**config.mk**
```make
export PLATFORM = sky130hd
export DESIGN_NAME = plbu_ctrl
export DESIGN_NICKNAME = d
export VERILOG_FILES = /design/src/rtl/plbu_pkg.sv /design/src/rtl/plbu_ctrl.sv
export SDC_FILE = /design/constraint.sdc
export NUM_CORES = 1
export LEC_CHECK = 0
export BUFFER_PORTS_ARGS = -buffer_cell sky130_fd_sc_hd__buf_4
export CORE_UTILIZATION = 46
export CTS_BUF_LIST = sky130_fd_sc_hd__clkbuf_4 sky130_fd_sc_hd__clkbuf_8
export CTS_CLUSTER_SIZE = 25
export DETAILED_ROUTE_END_ITERATION = 7
export GPL_TIMING_DRIVEN = 0
export PLACE_DENSITY = 0.82
export SLEW_MARGIN = 20
export SYNTH_ARGS = -nofsm -noshare
export SYNTH_HDL_FRONTEND = slang
export SYNTH_SLANG_ARGS = --single-unit
```
**constraint.sdc**
```tcl
create_clock -name clk -period 2.63 [get_ports clk]
set_input_delay 0.263 -clock clk [delete_from_list [all_inputs] [get_ports clk]]
set_output_delay 0.263 -clock clk [all_outputs]
set_load 0.005 [all_outputs]
```
**src/rtl/plbu_pkg.sv**
```systemverilog
// Package for the price level book update block: item, result and level types,
// action codes, controller/datapath command and status structs, price helpers.
// No dependencies.
package plbu_pkg;

    localparam logic [2:0] ACT_ADD_TOP       = 3'd0;
    localparam logic [2:0] ACT_CANCEL_TOP    = 3'd1;
    localparam logic [2:0] ACT_ADD_DEEP      = 3'd2;
    localparam logic [2:0] ACT_CANCEL_DEEP   = 3'd3;
    localparam logic [2:0] ACT_LOAD_LEVEL    = 3'd4;
    localparam logic [2:0] ACT_APPEND_HIDDEN = 3'd5;
    localparam logic [2:0] ACT_CLEAR_HIDDEN  = 3'd6;

    localparam logic [15:0] CNT_MAX   = 16'hFFFF;
    localparam logic [7:0]  GAP_RESET = 8'd2;

    typedef struct packed {
        logic [2:0]         action;
        logic               side;
        logic [2:0]         level;
        logic signed [31:0] price;
        logic [15:0]        count;
        logic [15:0]        size;
        logic [15:0]        distance;
        logic [15:0]        draw;
    } item_t;

    typedef struct packed {
        logic               applied;
        logic signed [31:0] best_ask_price;
        logic [15:0]        best_ask_count;
        logic signed [31:0] best_bid_price;
        logic [15:0]        best_bid_count;
    } result_t;

    typedef struct packed {
        logic signed [31:0] price;
        logic [15:0]        count;
        logic [15:0]        size;
        logic               syn;
    } level_t;

    typedef enum logic [3:0] {
        LOP_NONE,
        LOP_BUMP,
        LOP_DEC,
        LOP_INSERT,
        LOP_REMOVE,
        LOP_SET_HID,
        LOP_SET_SYN,
        LOP_CLEAR_LAST,
        LOP_LOAD
    } lop_t;

    typedef enum logic [1:0] {
        K_HOLD,
        K_ZERO,
        K_ONE,
        K_INC
    } kop_t;

    typedef enum logic [1:0] {
        H_HOLD,
        H_ZERO,
        H_INC
    } hop_t;

    typedef enum logic [1:0] {
        F_HOLD,
        F_INC,
        F_DEC,
        F_CLR
    } fop_t;

    typedef enum logic [3:0] {
        ST_IDLE,
        ST_DISPATCH,
        ST_TOP_INS,
        ST_DEEP_SCAN,
        ST_TOTAL,
        ST_MUL,
        ST_PICK,
        ST_REMOVE,
        ST_REFILL,
        ST_HREAD,
        ST_HCHK,
        ST_SREAD,
        ST_SWRITE,
        ST_OUT
    } state_t;

    typedef struct packed {
        logic capture;
        logic np_load;
        lop_t lop;
        kop_t k_op;
        hop_t h_op;
        fop_t f_op;
        logic tot_clr;
        logic tot_acc;
        logic u_load;
        logic sum_clr;
        logic sum_acc;
        logic ram_rd;
        logic app_wr;
        logic sh_wr;
        logic app_set;
        logic app_clr;
        logic out_load;
    } cmd_t;

    typedef struct packed {
        logic [2:0] action;
        logic       dist_zero;
        logic       cnt0_zero;
        logic       k_cnt_zero;
        logic       k_cnt_one;
        logic       k_real;
        logic       k_match;
        logic       k_deeper;
        logic       k_at_last;
        logic       u_lt_sum;
        logic       load_ok;
        logic       fill_full;
        logic       fill_zero;
        logic       lm2_nonzero;
        logic       h_deeper;
        logic       h_next_end;
    } sts_t;

    // move a price by d ticks, saturating to the signed 32-bit range
    function automatic logic signed [31:0] sat_move(input logic signed [31:0] p,
                                                    input logic [15:0] d,
                                                    input logic neg);
        logic signed [32:0] ext;
        logic signed [32:0] dd;
        logic signed [32:0] sum;
        ext = {p[31], p};
        dd  = {17'd0, d};
        sum = neg ? (ext - dd) : (ext + dd);
        if (sum[32] != sum[31])
        begin
            sat_move = sum[32] ? {1'b1, 31'd0} : {1'b0, {31{1'b1}}};
        end
        else
        begin
            sat_move = sum[31:0];
        end
    endfunction

    // a strictly deeper than b: higher on the ask side, lower on the bid side
    function automatic logic is_deeper(input logic side,
                                       input logic signed [31:0] a,
                                       input logic signed [31:0] b);
        is_deeper = side ? (a < b) : (a > b);
    endfunction

endpackage

```
**src/rtl/plbu_ctrl.sv**
```systemverilog
// Sequencer for the book update: one action word at a time through dispatch,
// level scans, refill from the hidden list and the result register.
// Depends on plbu_pkg.
module plbu_ctrl (
    input  logic            clk,
    input  logic            rst_n,
    input  logic            in_valid,
    output logic            in_ready,
    input  logic            out_ready,
    output logic            out_valid,
    input  plbu_pkg::sts_t  sts,
    output plbu_pkg::cmd_t  cmd
);
    plbu_pkg::state_t state_reg, state_next;
    logic out_valid_reg, out_valid_next;
    logic out_free;

    assign out_free  = !out_valid_reg || out_ready;
    assign out_valid = out_valid_reg;

    always_ff @(posedge clk or negedge rst_n)
    begin
        if (!rst_n)
        begin
            state_reg     <= plbu_pkg::ST_IDLE;
            out_valid_reg <= 1'b0;
        end
        else
        begin
            state_reg     <= state_next;
            out_valid_reg <= out_valid_next;
        end
    end

    // next state
    always_comb
    begin
        state_next     = state_reg;
        out_valid_next = out_valid_reg && !out_ready;
        case (state_reg)
            plbu_pkg::ST_IDLE:
            begin
                if (in_valid)
                begin
                    state_next = plbu_pkg::ST_DISPATCH;
                end
            end
            plbu_pkg::ST_DISPATCH:
            begin
                state_next = plbu_pkg::ST_OUT;
                case (sts.action)
                    plbu_pkg::ACT_ADD_TOP:
                    begin
                        if (!sts.dist_zero)
                        begin
                            state_next = plbu_pkg::ST_TOP_INS;
                        end
                    end
                    plbu_pkg::ACT_CANCEL_TOP:
                    begin
                        if (!sts.cnt0_zero && sts.k_cnt_one)
                        begin
                            state_next = plbu_pkg::ST_REMOVE;
                        end
                    end
                    plbu_pkg::ACT_ADD_DEEP:
                    begin
                        if (!sts.dist_zero)
                        begin
                            state_next = plbu_pkg::ST_DEEP_SCAN;
                        end
                    end
                    plbu_pkg::ACT_CANCEL_DEEP:
                    begin
                        state_next = plbu_pkg::ST_TOTAL;
                    end
                    default:
                    begin
                        state_next = plbu_pkg::ST_OUT;
                    end
                endcase
            end
            plbu_pkg::ST_TOP_INS:
            begin
                state_next = plbu_pkg::ST_OUT;
            end
            plbu_pkg::ST_DEEP_SCAN:
            begin
                if (sts.k_cnt_zero || sts.k_match || sts.k_deeper || sts.k_at_last)
                begin
                    state_next = plbu_pkg::ST_OUT;
                end
            end
            plbu_pkg::ST_TOTAL:
            begin
                if (sts.k_at_last)
                begin
                    state_next = plbu_pkg::ST_MUL;
                end
            end
            plbu_pkg::ST_MUL:
            begin
                state_next = plbu_pkg::ST_PICK;
            end
            plbu_pkg::ST_PICK:
            begin
                if (sts.k_real && sts.u_lt_sum)
                begin
                    state_next = sts.k_cnt_one ? plbu_pkg::ST_REMOVE : plbu_pkg::ST_OUT;
                end
                else if (sts.k_at_last)
                begin
                    state_next = plbu_pkg::ST_OUT;
                end
            end
            plbu_pkg::ST_REMOVE:
            begin
                state_next = plbu_pkg::ST_REFILL;
            end
            plbu_pkg::ST_REFILL:
            begin
                if (!sts.lm2_nonzero || sts.fill_zero)
                begin
                    state_next = plbu_pkg::ST_OUT;
                end
                else
                begin
                    state_next = plbu_pkg::ST_HREAD;
                end
            end
            plbu_pkg::ST_HREAD:
            begin
                state_next = plbu_pkg::ST_HCHK;
            end
            plbu_pkg::ST_HCHK:
            begin
                if (sts.h_next_end)
                begin
                    state_next = plbu_pkg::ST_OUT;
                end
                else
                begin
                    state_next = sts.h_deeper ? plbu_pkg::ST_SREAD : plbu_pkg::ST_HREAD;
                end
            end
            plbu_pkg::ST_SREAD:
            begin
                state_next = plbu_pkg::ST_SWRITE;
            end
            plbu_pkg::ST_SWRITE:
            begin
                state_next = sts.h_next_end ? plbu_pkg::ST_OUT : plbu_pkg::ST_SREAD;
            end
            plbu_pkg::ST_OUT:
            begin
                if (out_free)
                begin
                    state_next     = plbu_pkg::ST_IDLE;
                    out_valid_next = 1'b1;
                end
            end
            default:
            begin
                state_next = plbu_pkg::ST_IDLE;
            end
        endcase
    end

    // commands
    always_comb
    begin
        cmd      = '0;
        in_ready = 1'b0;
        case (state_reg)
            plbu_pkg::ST_IDLE:
            begin
                in_ready = 1'b1;
                if (in_valid)
                begin
                    cmd.capture = 1'b1;
                    cmd.app_clr = 1'b1;
                    cmd.k_op    = plbu_pkg::K_ZERO;
                end
            end
            plbu_pkg::ST_DISPATCH:
            begin
                cmd.np_load = 1'b1;
                case (sts.action)
                    plbu_pkg::ACT_ADD_TOP:
                    begin
                        cmd.app_set = 1'b1;
                        if (sts.dist_zero)
                        begin
                            cmd.lop = plbu_pkg::LOP_BUMP;
                        end
                    end
                    plbu_pkg::ACT_CANCEL_TOP:
                    begin
                        if (!sts.cnt0_zero)
                        begin
                            cmd.app_set = 1'b1;
                            if (!sts.k_cnt_one)
                            begin
                                cmd.lop = plbu_pkg::LOP_DEC;
                            end
                        end
                    end
                    plbu_pkg::ACT_ADD_DEEP:
                    begin
                        cmd.k_op = plbu_pkg::K_ONE;
                    end
                    plbu_pkg::ACT_CANCEL_DEEP:
                    begin
                        cmd.k_op    = plbu_pkg::K_ONE;
                        cmd.tot_clr = 1'b1;
                    end
                    plbu_pkg::ACT_LOAD_LEVEL:
                    begin
                        if (sts.load_ok)
                        begin
                            cmd.lop     = plbu_pkg::LOP_LOAD;
                            cmd.app_set = 1'b1;
                        end
                    end
                    plbu_pkg::ACT_APPEND_HIDDEN:
                    begin
                        if (!sts.fill_full)
                        begin
                            cmd.app_wr  = 1'b1;
                            cmd.f_op    = plbu_pkg::F_INC;
                            cmd.app_set = 1'b1;
                        end
                    end
                    plbu_pkg::ACT_CLEAR_HIDDEN:
                    begin
                        cmd.app_set = !sts.fill_zero;
                        cmd.f_op    = plbu_pkg::F_CLR;
                    end
                    default:
                    begin
                        cmd.np_load = 1'b1;
                    end
                endcase
            end
            plbu_pkg::ST_TOP_INS:
            begin
                cmd.lop = plbu_pkg::LOP_INSERT;
            end
            plbu_pkg::ST_DEEP_SCAN:
            begin
                if (sts.k_cnt_zero)
                begin
                    cmd.lop     = plbu_pkg::LOP_INSERT;
                    cmd.app_set = 1'b1;
                end
                else if (sts.k_match)
                begin
                    cmd.lop     = plbu_pkg::LOP_BUMP;
                    cmd.app_set = 1'b1;
                end
                else if (sts.k_deeper)
                begin
                    cmd.lop     = plbu_pkg::LOP_INSERT;
                    cmd.app_set = 1'b1;
                end
                else if (!sts.k_at_last)
                begin
                    cmd.k_op = plbu_pkg::K_INC;
                end
            end
            plbu_pkg::ST_TOTAL:
            begin
                cmd.tot_acc = 1'b1;
                if (!sts.k_at_last)
                begin
                    cmd.k_op = plbu_pkg::K_INC;
                end
            end
            plbu_pkg::ST_MUL:
            begin
                cmd.u_load  = 1'b1;
                cmd.sum_clr = 1'b1;
                cmd.k_op    = plbu_pkg::K_ONE;
            end
            plbu_pkg::ST_PICK:
            begin
                if (sts.k_real && sts.u_lt_sum)
                begin
                    cmd.app_set = 1'b1;
                    if (!sts.k_cnt_one)
                    begin
                        cmd.lop = plbu_pkg::LOP_DEC;
                    end
                end
                else
                begin
                    cmd.sum_acc = 1'b1;
                    if (!sts.k_at_last)
                    begin
                        cmd.k_op = plbu_pkg::K_INC;
                    end
                end
            end
            plbu_pkg::ST_REMOVE:
            begin
                cmd.lop = plbu_pkg::LOP_REMOVE;
            end
            plbu_pkg::ST_REFILL:
            begin
                if (!sts.lm2_nonzero)
                begin
                    cmd.lop = plbu_pkg::LOP_CLEAR_LAST;
                end
                else if (sts.fill_zero)
                begin
                    cmd.lop = plbu_pkg::LOP_SET_SYN;
                end
                else
                begin
                    cmd.h_op = plbu_pkg::H_ZERO;
                end
            end
            plbu_pkg::ST_HREAD:
            begin
                cmd.ram_rd = 1'b1;
            end
            plbu_pkg::ST_HCHK:
            begin
                cmd.h_op = plbu_pkg::H_INC;
                if (sts.h_deeper)
                begin
                    cmd.lop = plbu_pkg::LOP_SET_HID;
                    if (sts.h_next_end)
                    begin
                        cmd.f_op = plbu_pkg::F_DEC;
                    end
                end
                else if (sts.h_next_end)
                begin
                    cmd.lop = plbu_pkg::LOP_SET_SYN;
                end
            end
            plbu_pkg::ST_SREAD:
            begin
                cmd.ram_rd = 1'b1;
            end
            plbu_pkg::ST_SWRITE:
            begin
                cmd.sh_wr = 1'b1;
                cmd.h_op  = plbu_pkg::H_INC;
                if (sts.h_next_end)
                begin
                    cmd.f_op = plbu_pkg::F_DEC;
                end
            end
            plbu_pkg::ST_OUT:
            begin
                cmd.out_load = out_free;
            end
            default:
            begin
                in_ready = 1'b0;
            end
        endcase
    end
endmodule

```
; ---- Word level (Yosys, flattened, before mapping)
; Cells that the tools add are included.
[word_totals]
regBits = 5
in_bits = 22
out_inout_bits = 25
[op_classes]
n_eq_ne = 24
mux = 72
reduce_logical = 19
[ops]
columns = cell, n
row1 = $pmux W4 S14, 1
row2 = $mux W4, 13
row3 = $mux W2, 15
row4 = $mux W1, 28
row5 = $pmux W4 S7, 1
row6 = $eq A4 B4 Y1 const B, 6
row7 = $mux W3, 6
row8 = $eq A4 B3 Y1 const B, 4
row9 = $pmux W4 S4, 1
row10 = $pmux W2 S6, 1
row11 = $pmux W4 S3, 1
row12 = $eq A3 B3 Y1 const B, 3
row13 = $eq A4 B2 Y1 const B, 2
row14 = $ne A2 B2 Y1 const B, 4
row15 = $pmux W2 S2, 2
row16 = $eq A3 B2 Y1 const B, 2
row17 = $pmux W2 S3, 1
row18 = $reduce_or A2 Y1, 3
row19 = $logic_not A1 Y1, 5
row20 = $logic_or A1 B1 Y1, 5
row21 = $pmux W1 S5, 1
row22 = $reduce_and A5 Y1, 1
row23 = $eq A4 B1 Y1 const B, 1
row24 = $logic_not A4 Y1, 1
row25 = 5 further kinds, 7

; ---- Longest topological paths before layout
; Gate-level depths: netlist (run 1).
[depth]
word_depth = 5
depth_mapped = 6
mapped_depth_nobuf = 4

; ---- Least setup slack after synthesis (run 1)
; OpenSTA, ideal clock, no wires.
[synth_timing]
path_kind = register to output
startpoint = register state_reg[3]
endpoint = output cmd[18] (netlist name)
stages_incl_launch_ff = 6
t_arrival_ps = 1733
setup_slack_ps = 634
path_cell_list = dfrtp_1 buf_6 or4b_4 or4_4 o21a_1 o221ai_1
[synth_rtl]
columns = element, line
row1 = start: declaration, plbu_ctrl.sv:14  ; plbu_pkg::state_t state_reg, state_next;
row2 = start signal: assignment, plbu_ctrl.sv:25  ; state_reg <= plbu_pkg::ST_IDLE;
row3 = start signal: assignment, plbu_ctrl.sv:30  ; state_reg <= state_next;
row4 = end: declaration, plbu_ctrl.sv:12  ; output plbu_pkg::cmd_t cmd

==> results of run 1 <==
[through the flow]
step	cells	cell area, um2	worst slack, ns	util
after floorplan	129	877	0.634	-
after global placement	199	1250	0.440	0.706
after detailed placement	199	1250	0.445	0.706
after CTS	204	1290	0.171	0.729
after global routing	204	1290	0.0858	0.729
final	204	1290	0.180	0.729
[area by class of cell]
| class | instances | area (um2) | share of cell area |
|---|---|---|---|
| clock buffers | 4 | 30.0 | 0.0233 |
| multi-input cells | 107 | 671 | 0.521 |
| plain buffers | 10 | 55.1 | 0.0428 |
| well taps | 25 | 31.3 | 0.0243 |
| inverters | 7 | 26.3 | 0.0204 |
| repair buffers | 46 | 348 | 0.270 |
| flip-flops and latches | 5 | 125 | 0.0973 |
[per-layer routing]
layer,vias up,share of wire,track usage
met3,6,0.089,0.0675
met1,557,0.42,0.419
met5,-,0,0
met2,84,0.48,0.486
met4,0,0.015,0.133
li1,581,-,-
[worst max-delay path: stages, from the launching register on]
cell      delay [ns]
dfrtp_1         0.36
buf_6           0.13
or4b_4          0.50
or4_4           0.50
o21a_1          0.12
o221ai_1        0.18
buf_4           0.14
[power groups by stage]
stage	Sequential (W)	Combinational [W]	Clock [W]
CTS	0.000144	0.000916	0.000104
global route	0.000148	0.00102	0.000110
floorplan	0.000137	0.000584	0
finish	0.000146	0.000936	0.000102
detailed placement	0.000146	0.000908	0
global placement	0.000144	0.000901	0
[synth_stat cells, types with 2 or more instances]
cell	n
dfrtp_1	5
nor2b_1	3
o221ai_1	4
nor3b_1	2
nand4_1	2
a32oi_1	2
and2_1	2
or3_1	2
nand3_1	3
nand2_1	12
o22ai_1	2
a21oi_1	8
nor4_1	3
nor2_1	12
o31ai_1	2
nand2b_1	12
buf_4	2
or2_2	3
buf_2	2
o21ai_0	5
nor3_1	4
inv_1	6
clkbuf_1	5
o21a_1	2
[worst max path at each step]
| stage | start | to | slack (ns) | depth (start not counted) |
|---|---|---|---|---|
| 5_1_grt | state_reg[3] | cmd[18] | 0.09 | 6 |
| 4_1_cts | state_reg[3] | cmd[18] | 0.17 | 6 |
| 6_report | state_reg[3] | cmd[18] | 0.18 | 6 |
| 3_3_place_gp | state_reg[3] | cmd[18] | 0.44 | 6 |
| 2_1_floorplan | state_reg[3] | cmd[18] | 0.63 | 5 |
| 3_5_place_dp | state_reg[3] | cmd[18] | 0.45 | 6 |
[cells by family after synthesis]
logic type             Yosys count
AND/OR/NAND/NOR                 69
AO/OA/AOI/OAI                   36
buffers and inverters           17
flip-flops                       5
multiplexers                     2
==> results.py, run 1 <==
metrics = {
    "global_route": {
        "antenna_found_initial": 0,
        "grt_pass1_vias": 1109,
        "grt_pass1_wl_um": 4810,
        "grt_max_degree": 11,
        "grt-ovfl-total": 0,
        "track_usage": 0.315,
    },
    "synthesis": {
        "ys_ff_latch": 5,
        "postSynthCellCount": 129,
        "yosysWarnings": 0,
        "synthSimpleGateAreaFrac": 0.451,
        "synthAdderAreaFrac": 0,
        "syn_area_um2": 877,
        "synth_edf_count": 0,
        "synth_top_family_by_area": "simple AND/OR/NAND/NOR gates",
        "synth_xor_area_frac": 0,
        "synth_top_area_cell": "dfrtp_1",
        "synth_cell_types": 48,
        "syn_nets": 151,
        "ys_seq_area_frac": 0.143,
        "ys.flop_type": "dfrtp_1",
        "synth.area.top_cells": "dfrtp_1 (14%), nand2b_1 (8.6%), nand2_1 (5.1%)",
        "syn_avg_cell_area_um2": 6.80,
        "synth_compound_area_frac": 0.290,
        "synthMuxAreaShare": 0.0243,
        "async_flop_share": 1.00,
        "synth_top_area_frac": 0.143,
    },
    "route": {
        "wirelength_um": 3070,
        "drc": 0,
        "vias": 1228,
        "drt_iter0_markers": 54,
        "ant_nets": 0,
        "first_pass_iters": 4,
        "vias_per_cell": 6.02,
        "wl_per_cell_um": 15.0,
    },
    "worst_hold_path": {
        "holdPathStages": 2,
        "hp-class": "in -> reg",
        "min_from": "sts[7]",
        "min_to": "state_reg[0]",
    },
    "setup_path": {
        "cp-end-kind": "primary output",
        "rrSetupSlack_ns": 0.53,
        "cp.required_ns": 2.37,
        "reg2reg_from": "state_reg[0]",
        "cp_max_fo": 9,
        "path_class": "reg -> out",
        "reg2reg_to": "state_reg[2]",
        "r2r_cells": 4,
        "cp-start-kind": "register",
        "cp_data_arrival_time_ns": 2.19,
    },
    "placed_design": {
        "gp_routability_congestion": 0.876,
        "place_hpwl_um": 2360,
        "numPortBuffers": 45,
    },
    "pwr": {
        "p_per_area_nw_per_um2": 921,
        "pwr-share-clk": 0.086,
        "p_leak_nw": 0.588,
        "p_total_w": 0.00118,
        "ir_worst_vdd_uv": 835,
        "sw_frac_of_total": 0.484,
        "intPower_w": 0.000611,
        "power.switching_w": 0.000573,
        "combPwrFrac": 0.790,
        "seqPwrFrac": 0.123,
    },
    "sta": {
        "min_period_ns": 2.45,
        "period_share": 0.932,
        "slew_viol_final": 0,
        "setup_viol": 0,
        "clock_skew_ns": 0.00321,
        "hold_viol": 0,
        "hold_slack_ns": 0.304,
        "rsz0062_at_grt": "no",
        "fmax_mhz": 408,
        "worst_pin_slew_ns": 0.650,
        "timing.setup.tns_ns": 0,
        "relSlewSlack": 0.561,
    },
    "final_layout": {
        "mostFrequentLayoutCells": "buf_4 (47), nand2_1 (12), nand2b_1 (12), nor2_1 (12), a21oi_1 (8)",
        "syn_to_final_growth_pct": 46.6,
        "final_nets": 202,
        "diodes": 0,
        "largest_reg_flops": 4,
        "n_fill_cell": 159,
        "layout_commonest_cell": "buf_4",
        "layout-drive-gt1-share": 0.341,
    },
    "die": {
        "core_area_um2": 1760,
        "die_w_um": 45.7,
        "dieHeight_um": 45.7,
        "fp.dieArea_um2": 2090,
        "start_util": 0.497,
        "rows": 15,
        "ios": 47,
    },
    "cts": {
        "cts-htree-levels": 1,
        "clock_path_buffers": 2,
        "cts_tree": "done",
        "insertion_delay_ns": 0.25,
        "post_cts_buffers": 0,
        "ctsResizeCount": 0,
        "clk_pin_slew_ns": 0.04,
        "cts-hold-fix-buffers": 1,
        "clock-sinks": 5,
        "cts_buffers": 3,
        "root_buffer": "clkbuf_4",
    },
    "job": {
        "cap_violations": 0,
    },
    "run_status": {
        "outcome": "finished clean",
    },
}
(Power assumes the default switching activity.)
==> run 2, diff against run 1 <==
CTS_BUF_LIST = sky130_fd_sc_hd__clkbuf_2   (was sky130_fd_sc_hd__clkbuf_4 sky130_fd_sc_hd__clkbuf_8)
==> run 2 against run 1 <==
Compared with the run above:
- clock skew is 0.0020 ns higher
- clock-buffer cell count stayed put
- final cell count stayed put
- via count is 1.5% higher
- sequential share of layout area is 0.076 points higher
- power is 2.7% lower
- first-iteration DRC count is 5.6% lower
- critical path type unchanged
- fmax is 0.59% higher
- flip-flop and latch count stayed put
- global-route usage stayed put
==> results.py, run 2 (synthesis gave the netlist of run 1 again) <==
metrics = {
    "cts": {
        "cts_buffers": 3,
        "cts_tree": "done",
        "cts-htree-levels": 1,
        "post_cts_buffers": 0,
        "clock-sinks": 5,
        "insertion_delay_ns": 0.23,
        "root_buffer": "clkbuf_2",
        "clk_pin_slew_ns": 0.05,
        "clock_path_buffers": 2,
    },
    "placed_design": {
        "gp_routability_congestion": 0.876,
        "post_dp_cell_area_um2": 1250,
        "place_hpwl_um": 2360,
        "numPortBuffers": 45,
    },
    "pwr": {
        "p_leak_nw": 0.587,
        "p_per_area_nw_per_um2": 903,
        "ir_worst_vdd_uv": 804,
    },
    "sta": {
        "min_period_ns": 2.44,
        "clock_skew_ns": 0.00525,
        "hold_slack_ns": 0.319,
        "period_share": 0.926,
        "hold_viol": 0,
        "timing.setup.tns_ns": 0,
        "slew_viol_final": 0,
        "fmax_mhz": 411,
        "rsz0062_at_grt": "no",
        "relSlewSlack": 0.546,
        "setup_viol": 0,
        "worst_pin_slew_ns": 0.671,
    },
    "setup_path": {
        "cpPeakStageDelay_ns": 0.50,
        "r2r_cells": 4,
        "reg2reg_to": "state_reg[2]",
        "cp_top_family": "simple AND/OR/NAND/NOR gates",
        "cp.required_ns": 2.37,
        "cp_data_arrival_time_ns": 2.17,
        "cp_num_buf_inv": 2,
        "cp_max_fo": 9,
        "rrSetupSlack_ns": 0.52,
        "crit_chain": "buf_6 > or4b_4 > or4_4 > o21a_1 > o221ai_1 > buf_4",
        "cp-start-kind": "register",
        "slowest_stage": "or4b_4",
        "reg2reg_from": "state_reg[0]",
        "path_class": "reg -> out",
        "cp-end-kind": "primary output",
    },
    "final_layout": {
        "final_nets": 202,
        "syn_to_final_growth_pct": 45.5,
        "layout-drive-gt1-share": 0.341,
        "largest_reg_flops": 4,
        "post-route-util": 0.723,
        "finalInstanceArea_um2": 1280,
        "layout_commonest_cell": "buf_4",
        "diodes": 0,
        "mostFrequentLayoutCells": "buf_4 (47), nand2_1 (12), nand2b_1 (12), nor2_1 (12), a21oi_1 (8)",
        "n_fill_cell": 163,
    },
    "die": {
        "rows": 15,
        "core_area_um2": 1760,
        "die_w_um": 45.7,
        "fp.dieArea_um2": 2090,
        "start_util": 0.497,
        "ios": 47,
        "dieHeight_um": 45.7,
    },
    "job": {
        "cap_violations": 0,
    },
    "route": {
        "ant_nets": 0,
        "vias_per_cell": 6.11,
        "first_pass_iters": 4,
        "drc": 0,
        "vias": 1246,
        "wirelength_um": 3070,
        "drt_iter0_markers": 51,
        "wl_per_cell_um": 15.0,
    },
    "global_route": {
        "grt-ovfl-total": 0,
        "grt_pass1_wl_um": 4810,
        "track_usage": 0.315,
        "grt_pass1_vias": 1109,
        "grt_max_degree": 11,
        "antenna_found_initial": 0,
    },
    "run_status": {
        "outcome": "finished clean",
    },
    "worst_hold_path": {
        "min_to": "state_reg[0]",
        "hp-class": "in -> reg",
        "min_from": "sts[7]",
        "holdPathStages": 2,
    },
}
## run 2: cell counts in the layout (fill, tap and decap cells not counted)
No cell type changed its count.
## run 2: repair_timing
action	4_1_cts	5_1_grt
hold buffers	1	0
hold endpoints to repair	5	0
resized for setup	0	0
## run 2: area by class of cell
| type | count | area, um2 | area share |
|---|---|---|---|
| multi-input combinational | 107 | 671 | 0.525 |
| timing repair buffer | 46 | 348 | 0.273 |
| sequential | 5 | 125 | 0.0980 |
| buffer | 10 | 55.1 | 0.0431 |
| tap | 25 | 31.3 | 0.0245 |
| inverter | 7 | 26.3 | 0.0206 |
| clock buffer | 4 | 20.0 | 0.0157 |
## run 2: worst max path at each step
stage	from	to	slack, ns	depth (start not counted)
3_5_place_dp	state_reg[3]	cmd[18]	0.45	6
5_1_grt	state_reg[3]	cmd[18]	0.09	6
6_report	state_reg[3]	cmd[18]	0.19	6
2_1_floorplan	state_reg[3]	cmd[18]	0.63	5
4_1_cts	state_reg[3]	cmd[18]	0.18	6
3_3_place_gp	state_reg[3]	cmd[18]	0.44	6
## run 2: report_power, final
part | internal, W | total [W] | switching, W
clock network | 0.0000402 | 0.0000753 | 0.0000351
registers | 0.000115 | 0.000145 | 0.0000296
logic | 0.000427 | 0.000932 | 0.000505
total | 0.000583 | 0.00115 | 0.000570
## run 2: worst register-to-register path: cells and delay by family (launching register included)
kind / cells / cell delay (ns)
mux: 1 / 0.38
flops: 1 / 0.43
compound gates: 2 / 0.60
simple gates: 1 / 0.59
## run 2: routing by layer
layer / share of wire / vias up / wire [um] / global-route usage
met5: 0 / - / 0 / 0
met4: 0.017 / 0 / 52 / 0.133
met3: 0.097 / 8 / 297 / 0.0675
met2: 0.46 / 84 / 1420 / 0.486
met1: 0.42 / 572 / 1290 / 0.419
li1: - / 582 / - / -
## run 2: through the flow
| stage | total power, W | instances | worst slack [ns] |
|---|---|---|---|
| 2_1_floorplan | 0.000721 | 129 | 0.634 |
| 3_3_place_gp | 0.00105 | 199 | 0.440 |
| 3_5_place_dp | 0.00105 | 199 | 0.445 |
| 4_1_cts | 0.00114 | 204 | 0.183 |
| 5_1_grt | 0.00125 | 204 | 0.0945 |
| 6_report | 0.00115 | 204 | 0.194 |
==> run 3, diff against run 2 <==
clock period = 2.5 ns   (was 2.63 ns; I/O delays follow)
==> run 3 against run 2 <==
Compared with the run above:
- worst hold slack worse by 0.013 ns
- critical path depth did not move
- final cell count did not move
- sequential power up 6%
- wire length shrank 0.72%
- die area did not move
- flip-flop and latch count unchanged
- first-iteration DRC count down 7.8%
- setup slack got worse by 0.095 ns
- final area grew 0.49%
- non-clock buffer count unchanged
==> results.py, run 3 (synthesis gave the netlist of run 1 again) <==
metrics = {
    "run_status": {
        "outcome": "finished clean",
    },
    "route": {
        "vias_per_cell": 6.04,
        "drc": 0,
        "wirelength_um": 3040,
        "first_pass_iters": 4,
        "vias": 1232,
        "ant_nets": 0,
        "wl_per_cell_um": 14.9,
        "drt_iter0_markers": 47,
    },
    "final_layout": {
        "mostFrequentLayoutCells": "buf_4 (47), nand2_1 (12), nand2b_1 (12), nor2_1 (12), a21oi_1 (8)",
        "final_nets": 202,
        "layout-drive-gt1-share": 0.346,
        "diodes": 0,
        "largest_reg_flops": 4,
        "finalInstanceArea_um2": 1280,
        "final_cells": 204,
        "post-route-util": 0.727,
        "layout_commonest_cell": "buf_4",
        "syn_to_final_growth_pct": 46.2,
        "n_fill_cell": 163,
    },
    "die": {
        "rows": 15,
        "dieHeight_um": 45.7,
        "core_area_um2": 1760,
        "ios": 47,
        "die_w_um": 45.7,
        "fp.dieArea_um2": 2090,
        "start_util": 0.497,
    },
    "setup_path": {
        "cp-end-kind": "primary output",
        "cp_top_family": "simple AND/OR/NAND/NOR gates",
        "cp-start-kind": "register",
        "cp_num_buf_inv": 2,
        "reg2reg_from": "state_reg[0]",
        "slowest_stage": "or4b_4",
        "cp.required_ns": 2.25,
        "cp_data_arrival_time_ns": 2.15,
        "cpPeakStageDelay_ns": 0.50,
        "path_class": "reg -> out",
        "crit_chain": "buf_6 > or4b_4 > or4_4 > o21a_1 > o221ai_2 > buf_4",
        "worstSetupStartpoint": "state_reg[3]",
        "cp_max_fo": 9,
    },
    "placed_design": {
        "post_dp_cell_area_um2": 1250,
        "gp_routability_congestion": 0.876,
        "dp.cells": 199,
        "numPortBuffers": 45,
        "place_hpwl_um": 2360,
    },
    "pwr": {
        "ir_worst_vdd_uv": 839,
        "p_per_area_nw_per_um2": 950,
        "p_leak_nw": 0.587,
    },
    "sta": {
        "timing.setup.tns_ns": 0,
        "fmax_mhz": 417,
        "setup_viol": 0,
        "worst_pin_slew_ns": 0.635,
        "period_share": 0.960,
        "min_period_ns": 2.40,
        "relSlewSlack": 0.571,
        "rsz0062_at_grt": "no",
        "slew_viol_final": 0,
        "hold_viol": 0,
        "clock_skew_ns": 0.00519,
    },
    "global_route": {
        "grt_max_degree": 11,
        "antenna_found_initial": 0,
        "track_usage": 0.315,
        "grt_pass1_vias": 1109,
        "grt-ovfl-total": 0,
        "grt_pass1_wl_um": 4810,
    },
    "cts": {
        "root_buffer": "clkbuf_2",
        "clock_path_buffers": 2,
        "cts_tree": "done",
        "cts_buffers": 3,
        "clock-sinks": 5,
        "clk_pin_slew_ns": 0.05,
        "cts-htree-levels": 1,
        "insertion_delay_ns": 0.23,
    },
    "job": {
        "cap_violations": 0,
    },
    "worst_hold_path": {
        "min_from": "sts[7]",
        "hp-class": "in -> reg",
    },
}
-- run 3: final timing paths --
path	endpoint	slack (ns)	depth (start not counted)
hold reg to reg	out_valid	0.74	2
max in group asynchronous	state_reg[3]	2.02	2
setup / recovery	cmd[18]	0.1	6
setup reg to reg	state_reg[2]	0.42	4
min in group asynchronous	state_reg[2]	0.37	2
hold / removal	state_reg[0]	0.31	2
-- run 3: final cells by class --
| cell class | count | area [um2] | share of cell area |
|---|---|---|---|
| Inverter | 7 | 26.3 | 0.0205 |
| Multi-Input combinational cell | 107 | 677 | 0.528 |
| Timing Repair Buffer | 46 | 348 | 0.271 |
| Sequential cell | 5 | 125 | 0.0976 |
| Tap cell | 25 | 31.3 | 0.0244 |
| Clock buffer | 4 | 20.0 | 0.0156 |
| Buffer | 10 | 55.1 | 0.0429 |
-- run 3: where the power goes --
group	switching, W	total (W)	internal, W
Combinational	0.000533	0.000986	0.000453
Clock	0.0000369	0.0000793	0.0000423
Sequential	0.0000312	0.000153	0.000121
-- run 3: repair_timing --
| action | 4_1_cts | 5_1_grt |
|---|---|---|
| hold buffers | 1 | 0 |
| gates resized for setup | 0 | 1 |
| setup endpoints to repair | 0 | 1 |
| endpoints found under the hold margin | 5 | 0 |
| setup buffers | 0 | 0 |
-- run 3: layer usage --
layer / global-route usage / routed length, um / up-vias
li1: - / - / 581
met1: 0.419 / 1280 / 559
met2: 0.486 / 1420 / 83
met3: 0.0675 / 291 / 9
met4: 0.133 / 55 / 0
met5: 0 / 0 / -
-- run 3: through the flow --
| step | worst slack, ns | total power (W) | hold WS (ns) |
|---|---|---|---|
| 6_report | 0.0995 | 0.00122 | 0.306 |
| 5_1_grt | 0.0304 | 0.00133 | 0.299 |
| 4_1_cts | 0.0659 | 0.00120 | 0.297 |
| 3_5_place_dp | 0.328 | 0.00111 | 0.0521 |
| 3_3_place_gp | 0.323 | 0.00110 | 0.0511 |
| 2_1_floorplan | 0.517 | 0.000758 | -0.0456 |
